**src/rtl/blc_pkg.sv**
```systemverilog
package blc_pkg;

    localparam int OFF_W = 64;
    localparam int LEN_W = 40;
    localparam int CNT_W = 31;
    localparam int EXT_W = 32;
    localparam int PROD_W = CNT_W + EXT_W;
    localparam int IDX_W = 2;

    localparam logic [LEN_W-1:0] LEN_MAX = {LEN_W{1'b1}};
    localparam logic [CNT_W-1:0] CNT_MAX = {CNT_W{1'b1}};

    // extents for which block starts are checked for alignment
    localparam logic [EXT_W-1:0] EXT_2 = 32'd2;
    localparam logic [EXT_W-1:0] EXT_4 = 32'd4;
    localparam logic [EXT_W-1:0] EXT_8 = 32'd8;

    // configuration register indexes
    localparam logic [IDX_W-1:0] CFG_DISP_IN_BYTES   = 2'd0;
    localparam logic [IDX_W-1:0] CFG_ELEM_EXTENT     = 2'd1;
    localparam logic [IDX_W-1:0] CFG_SHORT_THRESHOLD = 2'd2;

    localparam logic [EXT_W-1:0] EXTENT_RESET    = 32'd1;
    localparam logic [EXT_W-1:0] THRESHOLD_RESET = 32'd256;

    typedef struct packed {
        logic             disp_in_bytes;
        logic [EXT_W-1:0] elem_extent;
        logic [EXT_W-1:0] short_threshold;
    } t_cfg;

    // classified descriptor handed from front to back
    typedef struct packed {
        logic [OFF_W-1:0]  off;
        logic [CNT_W-1:0]  len;
        logic [PROD_W-1:0] len_ext;
        logic              last;
        logic              a_ok;
        logic              s_ok;
    } t_item;

    typedef struct packed {
        logic [OFF_W-1:0] offset;
        logic [LEN_W-1:0] length;
        logic [CNT_W-1:0] index;
        logic             list_end;
        logic             empty_list;
        logic             aligned_ok;
        logic             short_ok;
        logic [CNT_W-1:0] total;
    } t_result;

    typedef struct packed {
        logic flush_pend;
        logic slot_free;
    } t_back_stat;

endpackage

```
**src/rtl/blc_fifo.sv**
```systemverilog
module blc_fifo #(
    parameter int DEPTH = 4
) (
    input  logic           i_clk,
    input  logic           i_rst_n,
    input  logic           i_push,
    input  blc_pkg::t_item i_data,
    output logic           o_full,
    input  logic           i_pop,
    output logic           o_valid,
    output blc_pkg::t_item o_data
);
    import blc_pkg::*;

    localparam int AW = (DEPTH > 1) ? $clog2(DEPTH) : 1;
    localparam int CW = $clog2(DEPTH + 1);
    localparam logic [AW-1:0] LAST_SLOT = AW'(DEPTH - 1);
    localparam logic [CW-1:0] FULL_CNT  = CW'(DEPTH);

    t_item         r_mem [DEPTH];
    logic [AW-1:0] r_wr;
    logic [AW-1:0] r_rd;
    logic [CW-1:0] r_cnt;

    assign o_full  = (r_cnt == FULL_CNT);
    assign o_valid = (r_cnt != '0);
    assign o_data  = r_mem[r_rd];

    always_ff @(posedge i_clk) begin
        if (!i_rst_n) begin
            r_wr  <= '0;
            r_rd  <= '0;
            r_cnt <= '0;
        end else begin
            if (i_push) begin
                r_wr <= (r_wr == LAST_SLOT) ? '0 : r_wr + 1'b1;
            end
            if (i_pop) begin
                r_rd <= (r_rd == LAST_SLOT) ? '0 : r_rd + 1'b1;
            end
            if (i_push && !i_pop) begin
                r_cnt <= r_cnt + 1'b1;
            end else if (!i_push && i_pop) begin
                r_cnt <= r_cnt - 1'b1;
            end
        end
    end

    always_ff @(posedge i_clk) begin
        if (i_push) begin
            r_mem[r_wr] <= i_data;
        end
    end

endmodule

```
**config.mk**
```make
export PLATFORM = sky130hd
export DESIGN_NAME = blc_fifo
export DESIGN_NICKNAME = d
export VERILOG_FILES = /design/src/rtl/blc_pkg.sv /design/src/rtl/blc_fifo.sv
export SDC_FILE = /design/constraint.sdc
export NUM_CORES = 1
export LEC_CHECK = 0
export ABC_AREA = 1
export BUFFER_PORTS_ARGS = -buffer_cell sky130_fd_sc_hd__buf_4
export CAP_MARGIN = 10
export CORE_ASPECT_RATIO = 0.5
export CORE_UTILIZATION = 45
export CTS_CLUSTER_SIZE = 16
export DETAILED_ROUTE_END_ITERATION = 10
export PLACE_DENSITY = 0.67
export SLEW_MARGIN = 20
export SYNTH_ARGS = -nofsm -noshare
export SYNTH_HDL_FRONTEND = slang
export SYNTH_SLANG_ARGS = --single-unit
```
**constraint.sdc**
```tcl
create_clock -name i_clk -period 4.29 [get_ports i_clk]
set_clock_uncertainty 0.05 [all_clocks]
set_input_delay 0 -clock i_clk [delete_from_list [all_inputs] [get_ports i_clk]]
set_output_delay 0 -clock i_clk [all_outputs]
set_load 0.02 [all_outputs]
```
* Word-level counts from Yosys, hierarchy flattened *
Memory sizes are Yosys's and may differ from the RTL's. A register that Yosys moved wholly into a read port is not among the register bits.
Cells that the tools add are included.

storage, ports and cells
  memories = 1
  bits of input ports = 165
  logic and storage cells = 25
  bits in registers = 7
  output and inout port bits = 163
  bits in writable memories = 644

memories
  memory  depth  bits a word  rd ports  clocked after memory_dff  wr ports  RTL line        RTL
  r_mem   4      161          1         1                         1         blc_fifo.sv:20  t_item r_mem [DEPTH];

cells by class
  muxes and demuxes = 8
  equal/unequal tests = 3
  add/subtract/negate cells = 4
  reductions and logical operators = 6

operator list
  kind                                               number
  two-way mux 2 bit                                  4
  two-way mux 3 bit                                  2
  adder 2 x 1 -> 2 bit (second input constant)       2
  equality test 2 bit (second input constant)        2
  adder 3 x 1 -> 3 bit (second input constant)       1
  equality test 3 bit (second input constant)        1
  nonzero test 3 bit                                 1
  subtractor 3 x 1 -> 3 bit (second input constant)  1
  logical AND 1 bit                                  2
  logical NOT 1 bit                                  2
  two-way mux 1 bit                                  2
  nonzero test 2 bit                                 1

* Logic depth before layout (Yosys ltp) *
  depth after elaboration = 4
  depth in mapped cells = 10
  gate-level depth less buffers = 10

* Worst setup path after synthesis *
Ideal clock, no wire load.

  path kind = register -> register
  start point = register r_wr[0]
  end point = memory r_mem[3][0] in the netlist's numbering (enable)
  data required time = 3727 ps
  arrival = 3687 ps
  setup slack = 39 ps
  period minus slack after synthesis = 4251 ps
  stages on the path, launching flop included = 4
  setup time = 513 ps
  path buffers = 0
  path through = dfxtp_1 > ha_1 > nand2_1 > inv_1

RTL lines
  element                 RTL line        RTL
  from (decl)             blc_fifo.sv:21  logic [AW-1:0] r_wr;
  from (signal assigned)  blc_fifo.sv:36  r_wr <= (r_wr == LAST_SLOT) ? '0 : r_wr + 1'b1;
  to (decl)               blc_fifo.sv:20

Straight into the memory's write port.

==> impl_metrics.ini <==
[run_status]
status = finished clean

[clock_network]
cts_tree = built
cts_made_buffers = 57
clk_latency_ns = 0.58
cts_buffer_depth = 3
postCtsSetupRepairBufs = 0
numClockSinks = 653
clk_pin_slew_ns = 0.07
cts_root_buf = clkbuf_16
cts-htree-levels = 2
cts_resized = 0

[cells_and_area]
fillers = 3963
layout-drive-gt1-share_pct = 20.7
stdcell_area_um2 = 30800
finish.utilization_pct = 58.7
num-nets-final = 2256
seq_area_um2 = 19500
layout.cells.non_filler = 2837
area_growth_pct = 27.5
multi_input_area_um2 = 4060

[floorplan]
dieArea_um2 = 54700
core_um2 = 52500
fp.dieH_um = 166
row_count = 59
initial_utilization_pct = 46.1
die_x_um = 330
num_io_pins = 328

[route]
first_pass_iters = 5
drcViolationCount = 0
drtAntennaViolNets = 0
drt-initial-drc-count = 1234
vias = 15100
vias_per_cell = 5.31
wire_per_inst_um = 19.6
wl_um = 55700

[min_path]
hold_path_class = in -> reg
hold_path_startpoint = i_data[88]
holdPathStages = 2
hold_end = r_mem[0][88]$_DFFE_PP_

[synthesis]
synth_warnings = 0
postSynthRegisterBits = 653
ys_types = 21
syn_inst = 1617
synth_area_um2 = 24200
syn_nets = 1789
ys_seq_area_share_pct = 80.7
syn_avg_cell_area_um2 = 15.0

[setup_path]
r2r.worst_path.cells = 7
setup.worst_path.end_class = primary output
rrSetupSlack_ns = 1.95
critical_path_class = reg -> out
cp-start-kind = flop
critPathRequiredTime_ns = 4.24
critPathArrivalTime_ns = 2.76
cp_slowest_stage_delay_ns = 0.63
path_cells = inv_8, buf_4, o21ai_0, o22ai_1, buf_4
cp_common_cell = buf_4
r2r-start = r_cnt[0]$_SDFFE_PN0P_
r2r-end = r_cnt[2]$_SDFFE_PN0P_
cp_max_fo = 115
crit_slowest_cell = buf_4

[flow_run]
max_cap_violations = 0

[grt]
grt_max_degree = 231
track_usage_pct = 20.0
grt_pass1_wl_um = 84500
antenna_found_initial = 5
grt_overflow = 0
grt_pass1_vias = 15200

[placed_design]
gp_congestion = 0.759
port_buffers = 327
placed_area_um2 = 27200
place_hpwl_um = 30900
dp_worst_setup_slack_ns = 2.02
dp.cells = 2560

[sta]
whs_ns = 0.107
final_hold_viol_count = 0
period_share_pct = 65.6
rsz0062_at_grt = no
setup_viol = 0
setup_ws_ns = 1.48
relSlewSlack_pct = 36.0
tns_ns = 0
tightest_slew_ns = 0.960
drv_slew = 0
timing.final.crit_period_ns = 2.81
fmax_mhz = 355

[power]
p_clk_share_pct = 36.3
p_leak_nw = 10.8
internal-power_mw = 11.0
p_switching_mw = 3.41
p_seq_share_pct = 51.0
ir_drop_uv = 286
power.density_nw_per_um2 = 468
switching_share_pct = 23.7
combPwrFrac_pct = 12.7
p_total_mw = 14.4
## area by class of cell
type	count	share of cell area, %
Sequential cell	653	63.3
Inverter	16	0.292
Clock buffer	60	4.66
Timing Repair Buffer	514	14.1
Antenna cell	7	0.0568
Tap cell	701	2.85
Clock inverter	44	1.50
Multi-Input combinational cell	842	13.2
## layer usage
layer	track usage [%]	vias up	wire length, um	part of all wire, %
met5	0	-	0	0
met2	36.5	352	29700	53
li1	-	7057	-	-
met3	2.97	99	2100	3.8
met4	6.90	0	1700	3.1
met1	24.2	7550	22200	40
## cells in the final DEF, fill, tap and decap left out, types with 2 or more instances in the layout
| cell type | instances |
|---|---|
| clkbuf_16 | 57 |
| clkbuf_1 | 3 |
| nand2_1 | 9 |
| inv_1 | 10 |
| inv_6 | 4 |
| inv_8 | 2 |
| ha_1 | 6 |
| bufinv_16 | 10 |
| clkinv_2 | 15 |
| a21oi_1 | 3 |
| clkinv_1 | 16 |
| o21ai_1 | 9 |
| o21ai_0 | 316 |
| buf_4 | 341 |
| diode_2 | 7 |
| o22ai_1 | 161 |
| dfxtp_1 | 7 |
| nor3_1 | 3 |
| buf_12 | 7 |
| edfxtp_1 | 644 |
| dfxtp_4 | 2 |
| nor2_1 | 331 |
| dlygate4sd3_1 | 166 |
## power groups by stage
stage	sequential, mW	combinational [mW]	clock, mW
2_1_floorplan	7.51	0.909	0
3_3_place_gp	7.48	1.69	0
3_5_place_dp	7.49	1.71	0
4_1_cts	7.35	1.85	5.32
5_1_grt	7.37	1.96	5.59
6_report	7.35	1.83	5.24
## synthesized netlist by cell type
cell type	count	area, um^2
xor2_1	1	8.76
nand2_1	9	33.8
inv_2	2	7.51
fa_1	1	20.0
nor2_1	331	1240
nand4_1	1	6.26
edfxtp_1	644	19300
buf_6	12	135
buf_4	4	30.0
o21ai_1	9	45.0
ha_1	6	75.1
inv_1	14	52.6
nand3_1	1	5.00
buf_2	32	160
o22ai_1	161	1010
clkbuf_1	52	195
a21oi_1	3	15.0
o21ai_0	316	1580
dfxtp_1	9	180
clkbuf_2	6	30.0
nor3_1	3	15.0
## worst max path at each step
stage / from / to / slack [ns]
after floorplan: r_wr[0]$_SDFFE_PN0P_ / r_mem[3][0]$_DFFE_PP_ / 0.04
after global routing: flop / o_data[23] / 1.35
after detailed placement: r_wr[0]$_SDFFE_PN0P_ / r_mem[0][157]$_DFFE_PP_ / 2.02
after CTS: flop / o_data[42] / 1.48
final: flop / o_data[42] / 1.48
after global placement: r_wr[0]$_SDFFE_PN0P_ / r_mem[0][50]$_DFFE_PP_ / 2.01
## what timing repair did
item	in CTS	in global routing
hold buffers	166	0
endpoints found under the hold margin	653	0
setup endpoints to repair	0	0
## logic make-up after synthesis
kind of cell             count (synthesis)  synth area share [%]
buffers and inverters                  122                  2.52
adder cells (fa/ha/maj)                  7                 0.393
AND/OR/NAND/NOR                        345                  5.39
flip-flops                             653                  80.7
AO/OA/AOI/OAI                          489                  11.0
XOR/XNOR                                 1                0.0362
## worst max-delay path: cells and delay by family, from the launching register on
family	cells	cell delay [ns]
flops	1	0.37
buf+inv	3	1.26
compound gates	2	0.46
## sequential cells by signal, indices dropped and copies added, names as in the netlist, named ones only
register,cells
r_mem,644
r_cnt,3
r_rd,2
r_wr,2
Note: power is estimated with default switching activity, not from simulation.
