File: src/rtl/blc_pkg.sv
package blc_pkg;

    localparam int OFF_W = 64;
    localparam int LEN_W = 40;
    localparam int CNT_W = 31;
    localparam int EXT_W = 32;
    localparam int PROD_W = CNT_W + EXT_W;
    localparam int IDX_W = 2;

    localparam logic [LEN_W-1:0] LEN_MAX = {LEN_W{1'b1}};
    localparam logic [CNT_W-1:0] CNT_MAX = {CNT_W{1'b1}};

    // extents for which block starts are checked for alignment
    localparam logic [EXT_W-1:0] EXT_2 = 32'd2;
    localparam logic [EXT_W-1:0] EXT_4 = 32'd4;
    localparam logic [EXT_W-1:0] EXT_8 = 32'd8;

    // configuration register indexes
    localparam logic [IDX_W-1:0] CFG_DISP_IN_BYTES   = 2'd0;
    localparam logic [IDX_W-1:0] CFG_ELEM_EXTENT     = 2'd1;
    localparam logic [IDX_W-1:0] CFG_SHORT_THRESHOLD = 2'd2;

    localparam logic [EXT_W-1:0] EXTENT_RESET    = 32'd1;
    localparam logic [EXT_W-1:0] THRESHOLD_RESET = 32'd256;

    typedef struct packed {
        logic             disp_in_bytes;
        logic [EXT_W-1:0] elem_extent;
        logic [EXT_W-1:0] short_threshold;
    } t_cfg;

    // classified descriptor handed from front to back
    typedef struct packed {
        logic [OFF_W-1:0]  off;
        logic [CNT_W-1:0]  len;
        logic [PROD_W-1:0] len_ext;
        logic              last;
        logic              a_ok;
        logic              s_ok;
    } t_item;

    typedef struct packed {
        logic [OFF_W-1:0] offset;
        logic [LEN_W-1:0] length;
        logic [CNT_W-1:0] index;
        logic             list_end;
        logic             empty_list;
        logic             aligned_ok;
        logic             short_ok;
        logic [CNT_W-1:0] total;
    } t_result;

    typedef struct packed {
        logic flush_pend;
        logic slot_free;
    } t_back_stat;

endpackage

File: src/rtl/blc_ifs.sv


interface blc_out_if;
    import blc_pkg::*;
    logic                    valid;
    logic                    ready;
    logic signed [OFF_W-1:0] out_offset;
    logic        [LEN_W-1:0] out_length;
    logic        [CNT_W-1:0] out_index;
    logic                    list_end;
    logic                    empty_list;
    logic                    aligned_so_far;
    logic                    short_so_far;
    logic        [CNT_W-1:0] block_total;

    modport source (output valid, output out_offset, output out_length, output out_index,
                    output list_end, output empty_list, output aligned_so_far,
                    output short_so_far, output block_total, input ready);
    modport sink (input valid, input out_offset, input out_length, input out_index,
                  input list_end, input empty_list, input aligned_so_far,
                  input short_so_far, input block_total, output ready);
endinterface


File: src/rtl/blc_back.sv
module blc_back (
    input  logic               i_clk,
    input  logic               i_rst_n,
    input  logic               i_valid,
    input  blc_pkg::t_item     i_item,
    output logic               o_pop,
    output blc_pkg::t_back_stat o_stat,
    blc_out_if.source          o_out
);
    import blc_pkg::*;

    logic             r_holding;
    logic [OFF_W-1:0] r_held_off;
    logic [LEN_W-1:0] r_held_len;
    logic [OFF_W-1:0] r_held_end;
    logic [CNT_W-1:0] r_cnt;
    logic             r_aligned;
    logic             r_short;
    logic             r_flush_pend;
    logic             r_out_valid;
    t_result          r_res;

    logic             n_holding;
    logic [OFF_W-1:0] n_held_off;
    logic [LEN_W-1:0] n_held_len;
    logic [OFF_W-1:0] n_held_end;
    logic [CNT_W-1:0] n_cnt;
    logic             n_aligned;
    logic             n_short;
    logic             n_flush_pend;
    logic             n_out_valid;
    t_result          n_res;

    logic             w_slot_free;
    logic             w_nz;
    logic             w_adj;
    logic [LEN_W:0]   w_sum;
    logic [LEN_W-1:0] w_len_sat;
    logic [OFF_W-1:0] w_end_merge;
    logic [OFF_W-1:0] w_end_new;
    logic [CNT_W-1:0] w_cnt_inc;

    assign w_slot_free = !r_out_valid || o_out.ready;
    assign w_nz        = (i_item.len != '0);
    assign w_adj       = r_holding && (i_item.off == r_held_end);
    assign w_sum       = {1'b0, r_held_len} + (LEN_W + 1)'(i_item.len);
    assign w_len_sat   = w_sum[LEN_W] ? LEN_MAX : w_sum[LEN_W-1:0];
    assign w_end_merge = r_held_end + OFF_W'(i_item.len_ext);
    assign w_end_new   = i_item.off + OFF_W'(i_item.len_ext);
    assign w_cnt_inc   = (r_cnt == CNT_MAX) ? r_cnt : r_cnt + 1'b1;

    always_comb begin
        n_holding    = r_holding;
        n_held_off   = r_held_off;
        n_held_len   = r_held_len;
        n_held_end   = r_held_end;
        n_cnt        = r_cnt;
        n_aligned    = r_aligned;
        n_short      = r_short;
        n_flush_pend = r_flush_pend;
        n_out_valid  = r_out_valid && !o_out.ready;
        n_res        = r_res;
        o_pop        = 1'b0;

        if (r_flush_pend) begin
            // second beat of a split item: the new block closes the list
            if (w_slot_free) begin
                n_res        = '{r_held_off, r_held_len, r_cnt, 1'b1, 1'b0,
                                 r_aligned, r_short, w_cnt_inc};
                n_out_valid  = 1'b1;
                n_flush_pend = 1'b0;
                n_holding    = 1'b0;
                n_held_off   = '0;
                n_held_len   = '0;
                n_held_end   = '0;
                n_cnt        = '0;
                n_aligned    = 1'b1;
                n_short      = 1'b1;
            end
        end else if (i_valid && w_slot_free) begin
            o_pop = 1'b1;
            if (w_nz && w_adj) begin
                n_held_len = w_len_sat;
                n_held_end = w_end_merge;
            end else if (w_nz) begin
                n_aligned  = r_aligned & i_item.a_ok;
                n_short    = r_short & i_item.s_ok;
                n_holding  = 1'b1;
                n_held_off = i_item.off;
                n_held_len = LEN_W'(i_item.len);
                n_held_end = w_end_new;
                if (r_holding) begin
                    // old block goes out carrying the new block's checks
                    n_res       = '{r_held_off, r_held_len, r_cnt, 1'b0, 1'b0,
                                    n_aligned, n_short, w_cnt_inc};
                    n_out_valid = 1'b1;
                    n_cnt       = w_cnt_inc;
                    if (i_item.last) begin
                        n_flush_pend = 1'b1;
                    end
                end
            end
            if (i_item.last && !n_flush_pend) begin
                if (n_holding) begin
                    n_res = '{n_held_off, n_held_len, r_cnt, 1'b1, 1'b0,
                              n_aligned, n_short, w_cnt_inc};
                end else begin
                    n_res = '{'0, '0, '0, 1'b1, 1'b1, n_aligned, n_short, '0};
                end
                n_out_valid = 1'b1;
                n_holding   = 1'b0;
                n_held_off  = '0;
                n_held_len  = '0;
                n_held_end  = '0;
                n_cnt       = '0;
                n_aligned   = 1'b1;
                n_short     = 1'b1;
            end
        end
    end

    always_ff @(posedge i_clk) begin
        if (!i_rst_n) begin
            r_holding    <= 1'b0;
            r_held_off   <= '0;
            r_held_len   <= '0;
            r_held_end   <= '0;
            r_cnt        <= '0;
            r_aligned    <= 1'b1;
            r_short      <= 1'b1;
            r_flush_pend <= 1'b0;
            r_out_valid  <= 1'b0;
        end else begin
            r_holding    <= n_holding;
            r_held_off   <= n_held_off;
            r_held_len   <= n_held_len;
            r_held_end   <= n_held_end;
            r_cnt        <= n_cnt;
            r_aligned    <= n_aligned;
            r_short      <= n_short;
            r_flush_pend <= n_flush_pend;
            r_out_valid  <= n_out_valid;
        end
    end

    always_ff @(posedge i_clk) begin
        r_res <= n_res;
    end

    assign o_stat.flush_pend = r_flush_pend;
    assign o_stat.slot_free  = w_slot_free;

    assign o_out.valid          = r_out_valid;
    assign o_out.out_offset     = $signed(r_res.offset);
    assign o_out.out_length     = r_res.length;
    assign o_out.out_index      = r_res.index;
    assign o_out.list_end       = r_res.list_end;
    assign o_out.empty_list     = r_res.empty_list;
    assign o_out.aligned_so_far = r_res.aligned_ok;
    assign o_out.short_so_far   = r_res.short_ok;
    assign o_out.block_total    = r_res.total;

endmodule

File: src/flat_wrapper.sv
// flat-port wrapper written by rule: the top's interface ports become plain ports
module blc_back_flat import blc_pkg::*;
  (i_clk, i_rst_n, i_valid, i_item, o_pop, o_stat, o_out_valid, o_out_out_offset, o_out_out_length, o_out_out_index, o_out_list_end, o_out_empty_list, o_out_aligned_so_far, o_out_short_so_far, o_out_block_total, o_out_ready);
  blc_out_if o_out_i ();
  input  logic i_clk;
  input  logic i_rst_n;
  input  logic i_valid;
  input  blc_pkg::t_item i_item;
  output logic o_pop;
  output blc_pkg::t_back_stat o_stat;
  output wire logic [$bits(o_out_i.valid)-1:0] o_out_valid;
  output wire logic [$bits(o_out_i.out_offset)-1:0] o_out_out_offset;
  output wire logic [$bits(o_out_i.out_length)-1:0] o_out_out_length;
  output wire logic [$bits(o_out_i.out_index)-1:0] o_out_out_index;
  output wire logic [$bits(o_out_i.list_end)-1:0] o_out_list_end;
  output wire logic [$bits(o_out_i.empty_list)-1:0] o_out_empty_list;
  output wire logic [$bits(o_out_i.aligned_so_far)-1:0] o_out_aligned_so_far;
  output wire logic [$bits(o_out_i.short_so_far)-1:0] o_out_short_so_far;
  output wire logic [$bits(o_out_i.block_total)-1:0] o_out_block_total;
  input wire logic [$bits(o_out_i.ready)-1:0] o_out_ready;
  assign o_out_valid = o_out_i.valid;
  assign o_out_out_offset = o_out_i.out_offset;
  assign o_out_out_length = o_out_i.out_length;
  assign o_out_out_index = o_out_i.out_index;
  assign o_out_list_end = o_out_i.list_end;
  assign o_out_empty_list = o_out_i.empty_list;
  assign o_out_aligned_so_far = o_out_i.aligned_so_far;
  assign o_out_short_so_far = o_out_i.short_so_far;
  assign o_out_block_total = o_out_i.block_total;
  assign o_out_i.ready = o_out_ready;
  blc_back u_core (.i_clk(i_clk), .i_rst_n(i_rst_n), .i_valid(i_valid), .i_item(i_item), .o_pop(o_pop), .o_stat(o_stat), .o_out(o_out_i));
endmodule
File: config.mk
export PLATFORM = sky130hd
export DESIGN_NAME = blc_back_flat
export DESIGN_NICKNAME = d
export VERILOG_FILES = /design/src/rtl/blc_pkg.sv /design/src/rtl/blc_ifs.sv /design/src/rtl/blc_back.sv /design/src/flat_wrapper.sv
export SDC_FILE = /design/constraint.sdc
export NUM_CORES = 1
export LEC_CHECK = 0
export CAP_MARGIN = 20
export CORE_MARGIN = 1
export CORE_UTILIZATION = 62
export CTS_CLUSTER_SIZE = 20
export DETAILED_ROUTE_END_ITERATION = 10
export DONT_BUFFER_PORTS = 1
export GPL_TIMING_DRIVEN = 0
export PLACE_DENSITY = 0.78
export SLEW_MARGIN = 10
export SYNTH_ARGS = -nofsm -noshare
export SYNTH_HDL_FRONTEND = slang
export SYNTH_SLANG_ARGS = --single-unit
File: constraint.sdc
create_clock -name i_clk -period 8.2 [get_ports i_clk]
set_input_delay 0.82 -clock i_clk [delete_from_list [all_inputs] [get_ports i_clk]]
set_output_delay 0.82 -clock i_clk [all_outputs]
set_load 0.005 [all_outputs]
# ---- Word level (Yosys, flattened, before mapping)
# Cells that the tools add are included.
# Widths: inputs -> output; s select.
dict set report word_totals {
  regBits 374
  latchBits 0
  ramBits 0
  mem_bits_ro 0
  input_bits 165
  output_inout_bits 174
  wordCells 115
  n_memories 0
}
dict set report classes {
  n_addsub 4
  mul 0
  div 0
  magnitude_cmp 0
  n_eq_ne 4
  shifts 0
  n_mux 71
  bitwise_logic 2
  reduce_logical 17
}
# operator count
set op_table {}
lappend op_table {{$mux 170} 8}
lappend op_table {{$mux 64} 11}
lappend op_table {{$mux 40} 7}
lappend op_table {{$mux 31} 8}
lappend op_table {{$add 64x63->64} 2}
lappend op_table {{$eq 64x64->1} 1}
lappend op_table {{$add 40x31->41} 1}
lappend op_table {{$mux 1} 37}
lappend op_table {{$add 31x1->31 const B} 1}
lappend op_table {{$eq 31x31->1 const B} 1}
lappend op_table {{$reduce_bool 31->1} 1}
lappend op_table {{$reduce_bool 3->1} 2}
lappend op_table {{$logic_and 1x1->1} 5}
lappend op_table {{$reduce_and 5->1} 1}
lappend op_table {{$reduce_bool 4->1} 1}
lappend op_table {{$logic_not 1->1} 3}
lappend op_table {{$ne 3x2->1 const B} 1}
lappend op_table {{$reduce_and 3->1} 1}
lappend op_table {{$and 1x1->1} 2}
lappend op_table {{$ne 2x2->1 const B} 1}
lappend op_table {{$reduce_and 2->1} 1}
lappend op_table {{$reduce_bool 2->1} 1}
lappend op_table {{$logic_or 1x1->1} 1}

# ---- Logic depth before layout (Yosys ltp)
dict set report depth {
  ltp_word 11
  ltp_mapped 13
  mapped_depth_nobuf 12
}

# ---- Worst setup path before layout
# OpenSTA, ideal clock, no wires.
dict set report synth_path {
  path_type {input port to flip-flop}
  start {input port i_item[154] (netlist bit)}
  end {register u_core.r_cnt[8]}
  setup_time_ns 0.141
  arrival_time_ns 4.333
  required_time_ns 8.059
  slack_ns 3.726
  stages 11
  n_path_buf 1
  cell_sequence {xor2_1 > nor4_1 > nand2_1 > and4b_1 > a211oi_2 > o31ai_4 > inv_2 > nor2_2 > buf_2 > o21ai_0 > o31ai_1}
}
dict set report synth_via {
  elab_chain_cells 11
  elab_cells_between_ends 15
  classes_between {eq/ne (2); mux (6); reduce/logical (7)}
}
# element line_no
set synth_lines {}
lappend synth_lines {{start: declaration} flat_wrapper.sv:8} ;# input blc_pkg::t_item i_item;
lappend synth_lines {{$eq 64x64->1 (*)} blc_back.sv:45} ;# assign w_adj = r_holding && (i_item.off == r_held_end);
lappend synth_lines {{$logic_and 1x1->1 (*)} blc_back.sv:45}
lappend synth_lines {{$logic_and 1x1->1 (*)} blc_back.sv:82} ;# if (w_nz && w_adj) begin
lappend synth_lines {{$mux 1} blc_back.sv:82}
lappend synth_lines {{$mux 1} blc_back.sv:80} ;# end else if (i_valid && w_slot_free) begin
lappend synth_lines {{$mux 1} blc_back.sv:65} ;# if (r_flush_pend) begin
lappend synth_lines {{$logic_not 1->1} blc_back.sv:103} ;# if (i_item.last && !n_flush_pend) begin
lappend synth_lines {{$logic_and 1x1->1} blc_back.sv:103}
lappend synth_lines {{$mux 31} blc_back.sv:103}
lappend synth_lines {{$mux 31} blc_back.sv:80}
lappend synth_lines {{$mux 31} blc_back.sv:65}
lappend synth_lines {{end signal: assignment} blc_back.sv:138} ;# r_cnt <= n_cnt;
lappend synth_lines {{end: declaration} blc_back.sv:16} ;# logic [CNT_W-1:0] r_cnt;
# Every way passes the cells marked *; elsewhere a longest branch is shown, timed or not. The select of a mux whose other input is x is not followed.
# A chain may end at the register's enable or synchronous reset.

==> run metrics <==
Cells after Synth=about 2500; final hold viol count=0; number of different library cells in the post-synthesis netlist=about 100; count of warnings emitted by yosys=0; area of the die=36400 sq um; highest ir drop seen on vdd=~0.17 mV; DRC Markers=0; iteration count of the initial detailed-routing pass=6; width of the die=approximately 190 microns; register bit total from synthesis=374; Antenna Nets Post-Route=0; CTS clock-pin slew for the worst setup and hold paths=around 0.06 ns; cell internal power dissipation=~3.4 mW; Net Sw Frac=approximately 28%; portion of the post-synthesis area used by sequential elements=about two fifths; routed vias=about 20000; net switching component of the power=about 1.3 mW; setup repair after global routing missed its margin=no; Starting DRT DRC Count=around 1900; register share of total power=45.7%; final number of max-transition violations=0; ranking of synthesized cells by instance count=nand2_1 (324), o21ai_0 (249), nor2_1 (221); total core area=34800 sq um; number of post-CTS setup repair buffers=0; Post-layout nets=approximately 2800; DRT Wirelength=approximately 68000 microns; family with the most delay on the worst path=simple AND/OR/NAND/NOR gates; number of flops mapped to enable cells by yosys=170; wire length of the first global-routing pass=104000 microns; critical path capture point type=flop; FF+latch area=9190 sq um; Detailed Place HPWL=~52000 microns; total placed instance area=approximately 23000 sq um; worst min-delay path class=in2reg; largest area contributor in the netlist=edfxtp_1; Hold Startpoint=i_item[0]; gr usage total=between 30% and 40%; Pwr per Cell Area=~200 nW/um^2; Reg2Reg Capture Point=u_core.o_out.out_length[21]; fraction of layout cells with a size suffix above 1=slightly above 5%; number of clock sinks seen by CTS=374; number of vias per cell=roughly 6.5; average size of a mapped cell=~8.8 sq um; Synth-to-Final Area Change=8.43%; internal reg-to-reg setup slack=3.58 ns; Crit path buffers/inverters=0; total power after layout=about 4.7 mW; total overflow reported by the global router=0; TritonCTS clock tree=yes; cell-by-cell listing of the critical path=xnor2_1 > nand4_1 > nor4_1 > nand4_1 > o21ai_1 > nand2_1 > nor2_1 > nand3_1 > a32o_1; library cell with the highest instance count after synthesis=nand2_1; Reg2Reg Launch Point=u_core.r_held_end[52]; Worst Hold End=u_core.r_short; Die Span Y=around 190 microns; crit share post-route=56.3%; type of origin of the critical path=flop; setup violators final=0; Slowest-stage cell, CP=o21ai_1; routed wirelength normalized by instance count=between 20 and 25 microns; Required @ worst endpoint=8.49 ns; CTS Root Cell=clkbuf_16; largest fanout on the critical path=8; worst max-slew margin expressed relative to the limit=26.2%; post-cts repair resize count=0; clock network fraction of total power=37.1%; Clock Tree Buf Depth=3; CTS H-tree depth=2; most common cell type on the critical path=nand4_1; Setup TNS=0 ns; share of total power in combinational logic=between 10% and 20%; time the final worst path needs with I/O delays and setup=4.62 ns; r2r worst-path depth=9; Port Buffers=0; Max Clk Rate=217 MHz; floorplan row count=68; data arrival time of the critical path=a little under 5 ns; outcome=finished clean; routability congestion estimate from global placement=0.935; count of boundary I/O pins=about 340; multi-input combinational cell area=between 10000 and 15000 sq um; top_reg_cell synth=dfxtp_1; Worst Tran Pin Value=around 1.1 ns; slowest cell delay on critical path=~0.76 ns; pin count of the biggest net entering global routing=107; CTS Hold Bufs=0; final standard cell area without fillers=~24000 sq um; critical path class=reg2reg; number of CTS-inserted buffers=38; synthesized area=around 22000 sq um; number of global-route vias before repair=between 15000 and 20000; Synth area leaders=edfxtp_1 (23%), dfxtp_1 (18%), ha_1 (6.2%); leakage power=around 9.1 nW; portion of synthesized cell area occupied by the leading cell type=a little under a quarter; count of maximum capacitance violations=0; antenna violations before repair=1; cell depth of the worst min-delay path=2; effective utilization at floorplan=63.5%; asr flop ratio synth=0%; synthesized net count=about 2800; Filler Cells Inserted=2797; Clock Latency Late Sink=0.55 ns; Layout Skew=0.0201 ns
==> flip-flops by register name, indices dropped and copies added (netlist names), 31 cells and up <==
| signal | cells |
|---|---|
| u_core.o_out.block_total | 31 |
| u_core.o_out.out_index | 31 |
| u_core.o_out.out_length | 40 |
| u_core.o_out.out_offset | 64 |
| u_core.r_cnt | 31 |
| u_core.r_held_end | 64 |
| u_core.r_held_len | 40 |
| u_core.r_held_off | 64 |
==> how the worst max path moves through the flow <==
| stage | cells after the start | slack (ns) | end | from |
|---|---|---|---|---|
| 6_report | 9 | 3.58 | u_core.o_out.out_length[21] | u_core.r_held_end[52] |
| 5_1_grt | 9 | 3.63 | u_core.o_out.out_length[21] | u_core.r_held_end[52] |
| 4_1_cts | 9 | 3.68 | u_core.o_out.out_length[21] | u_core.r_held_end[52] |
| 3_5_place_dp | 9 | 3.21 | u_core.o_out.out_length[21] | i_item[149] |
| 3_3_place_gp | 11 | 2.18 | u_core.r_cnt[14] | i_item[149] |
| 2_1_floorplan | 11 | 3.73 | u_core.r_cnt[8] | i_item[154] |
==> cell type report <==
type | count | share of cell area, %
diodes | 1 | 0.0105
repair buffers | 3 | 0.167
clock buffers | 48 | 4.34
plain buffers | 204 | 3.43
inverters | 35 | 0.580
well taps | 455 | 2.38
flip-flops and latches | 374 | 38.4
clock inverters | 21 | 0.841
multi-input cells | 1895 | 49.9
==> power groups by stage <==
| stage | clock network, mW | logic (mW) | registers [mW] |
|---|---|---|---|
| after detailed placement | 0 | 0.796 | 2.21 |
| final | 1.76 | 0.816 | 2.17 |
| after global routing | 1.83 | 0.897 | 2.18 |
| after global placement | 0 | 0.777 | 2.21 |
| after CTS | 1.76 | 0.802 | 2.17 |
| after floorplan | 0 | 0.596 | 2.18 |
==> layer usage <==
metal	track usage (%)	part of all wire (%)	up-vias
li1	-	-	9175
met1	46.5	40	9437
met2	59.7	47	958
met3	7.82	8.9	171
met4	17.8	4.6	2
met5	0	0.016	-
==> worst register-to-register path, stage by stage (launching register included) <==
cell     delay [ns]
dfxtp_1        0.32
xnor2_1        0.49
nand4_1        0.39
nor4_1         0.69
nand4_1        0.26
o21ai_1        0.76
nand2_1        0.29
nor2_1         0.62
nand3_1        0.23
a32o_1         0.33
==> stage by stage <==
step | worst slack [ns] | hold slack (ns) | util [%] | std cells
floorplan | 3.73 | 0.438 | - | 2508
global placement | 2.18 | 0.454 | 65.1 | 2963
detailed placement | 3.21 | 0.456 | 65.2 | 2965
CTS | 3.68 | 0.431 | 68.8 | 3034
global route | 3.63 | 0.443 | 68.8 | 3035
finish | 3.58 | 0.438 | 68.8 | 3036
==> logic make-up (layout without fill, tap and decap cells) <==
| kind of cell | count (synthesis) | after routing | share of synthesized area, % |
|---|---|---|---|
| XOR/XNOR | 173 | 173 | 6.86 |
| other | 0 | 1 | 0 |
| multiplexers | 6 | 6 | 0.283 |
| adder cells (fa/ha/maj) | 111 | 111 | 6.36 |
| buffers and inverters | 239 | 311 | 4.31 |
| AND/OR/NAND/NOR | 829 | 829 | 17.7 |
| flip-flops | 374 | 374 | 41.6 |
| AO/OA/AOI/OAI | 776 | 776 | 22.8 |
==> cells in the final DEF, fill, tap and decap left out, types with 13 or more instances in the layout <==
master / instances
clkbuf_1: 174
o21a_1: 13
nand2_1: 324
dfxtp_1: 204
and3_1: 28
nand3_1: 40
a21o_1: 63
nand4_1: 48
ha_1: 109
o31ai_1: 23
clkbuf_16: 39
a22oi_1: 99
nor4_1: 19
o21bai_1: 21
xnor2_1: 110
nor3_1: 18
nor2b_1: 41
nor2_1: 221
o21ai_0: 249
edfxtp_1: 170
and2_1: 19
inv_1: 32
o22a_1: 21
xor2_1: 63
a21oi_1: 138
buf_2: 26
(Power assumes the default switching activity.)
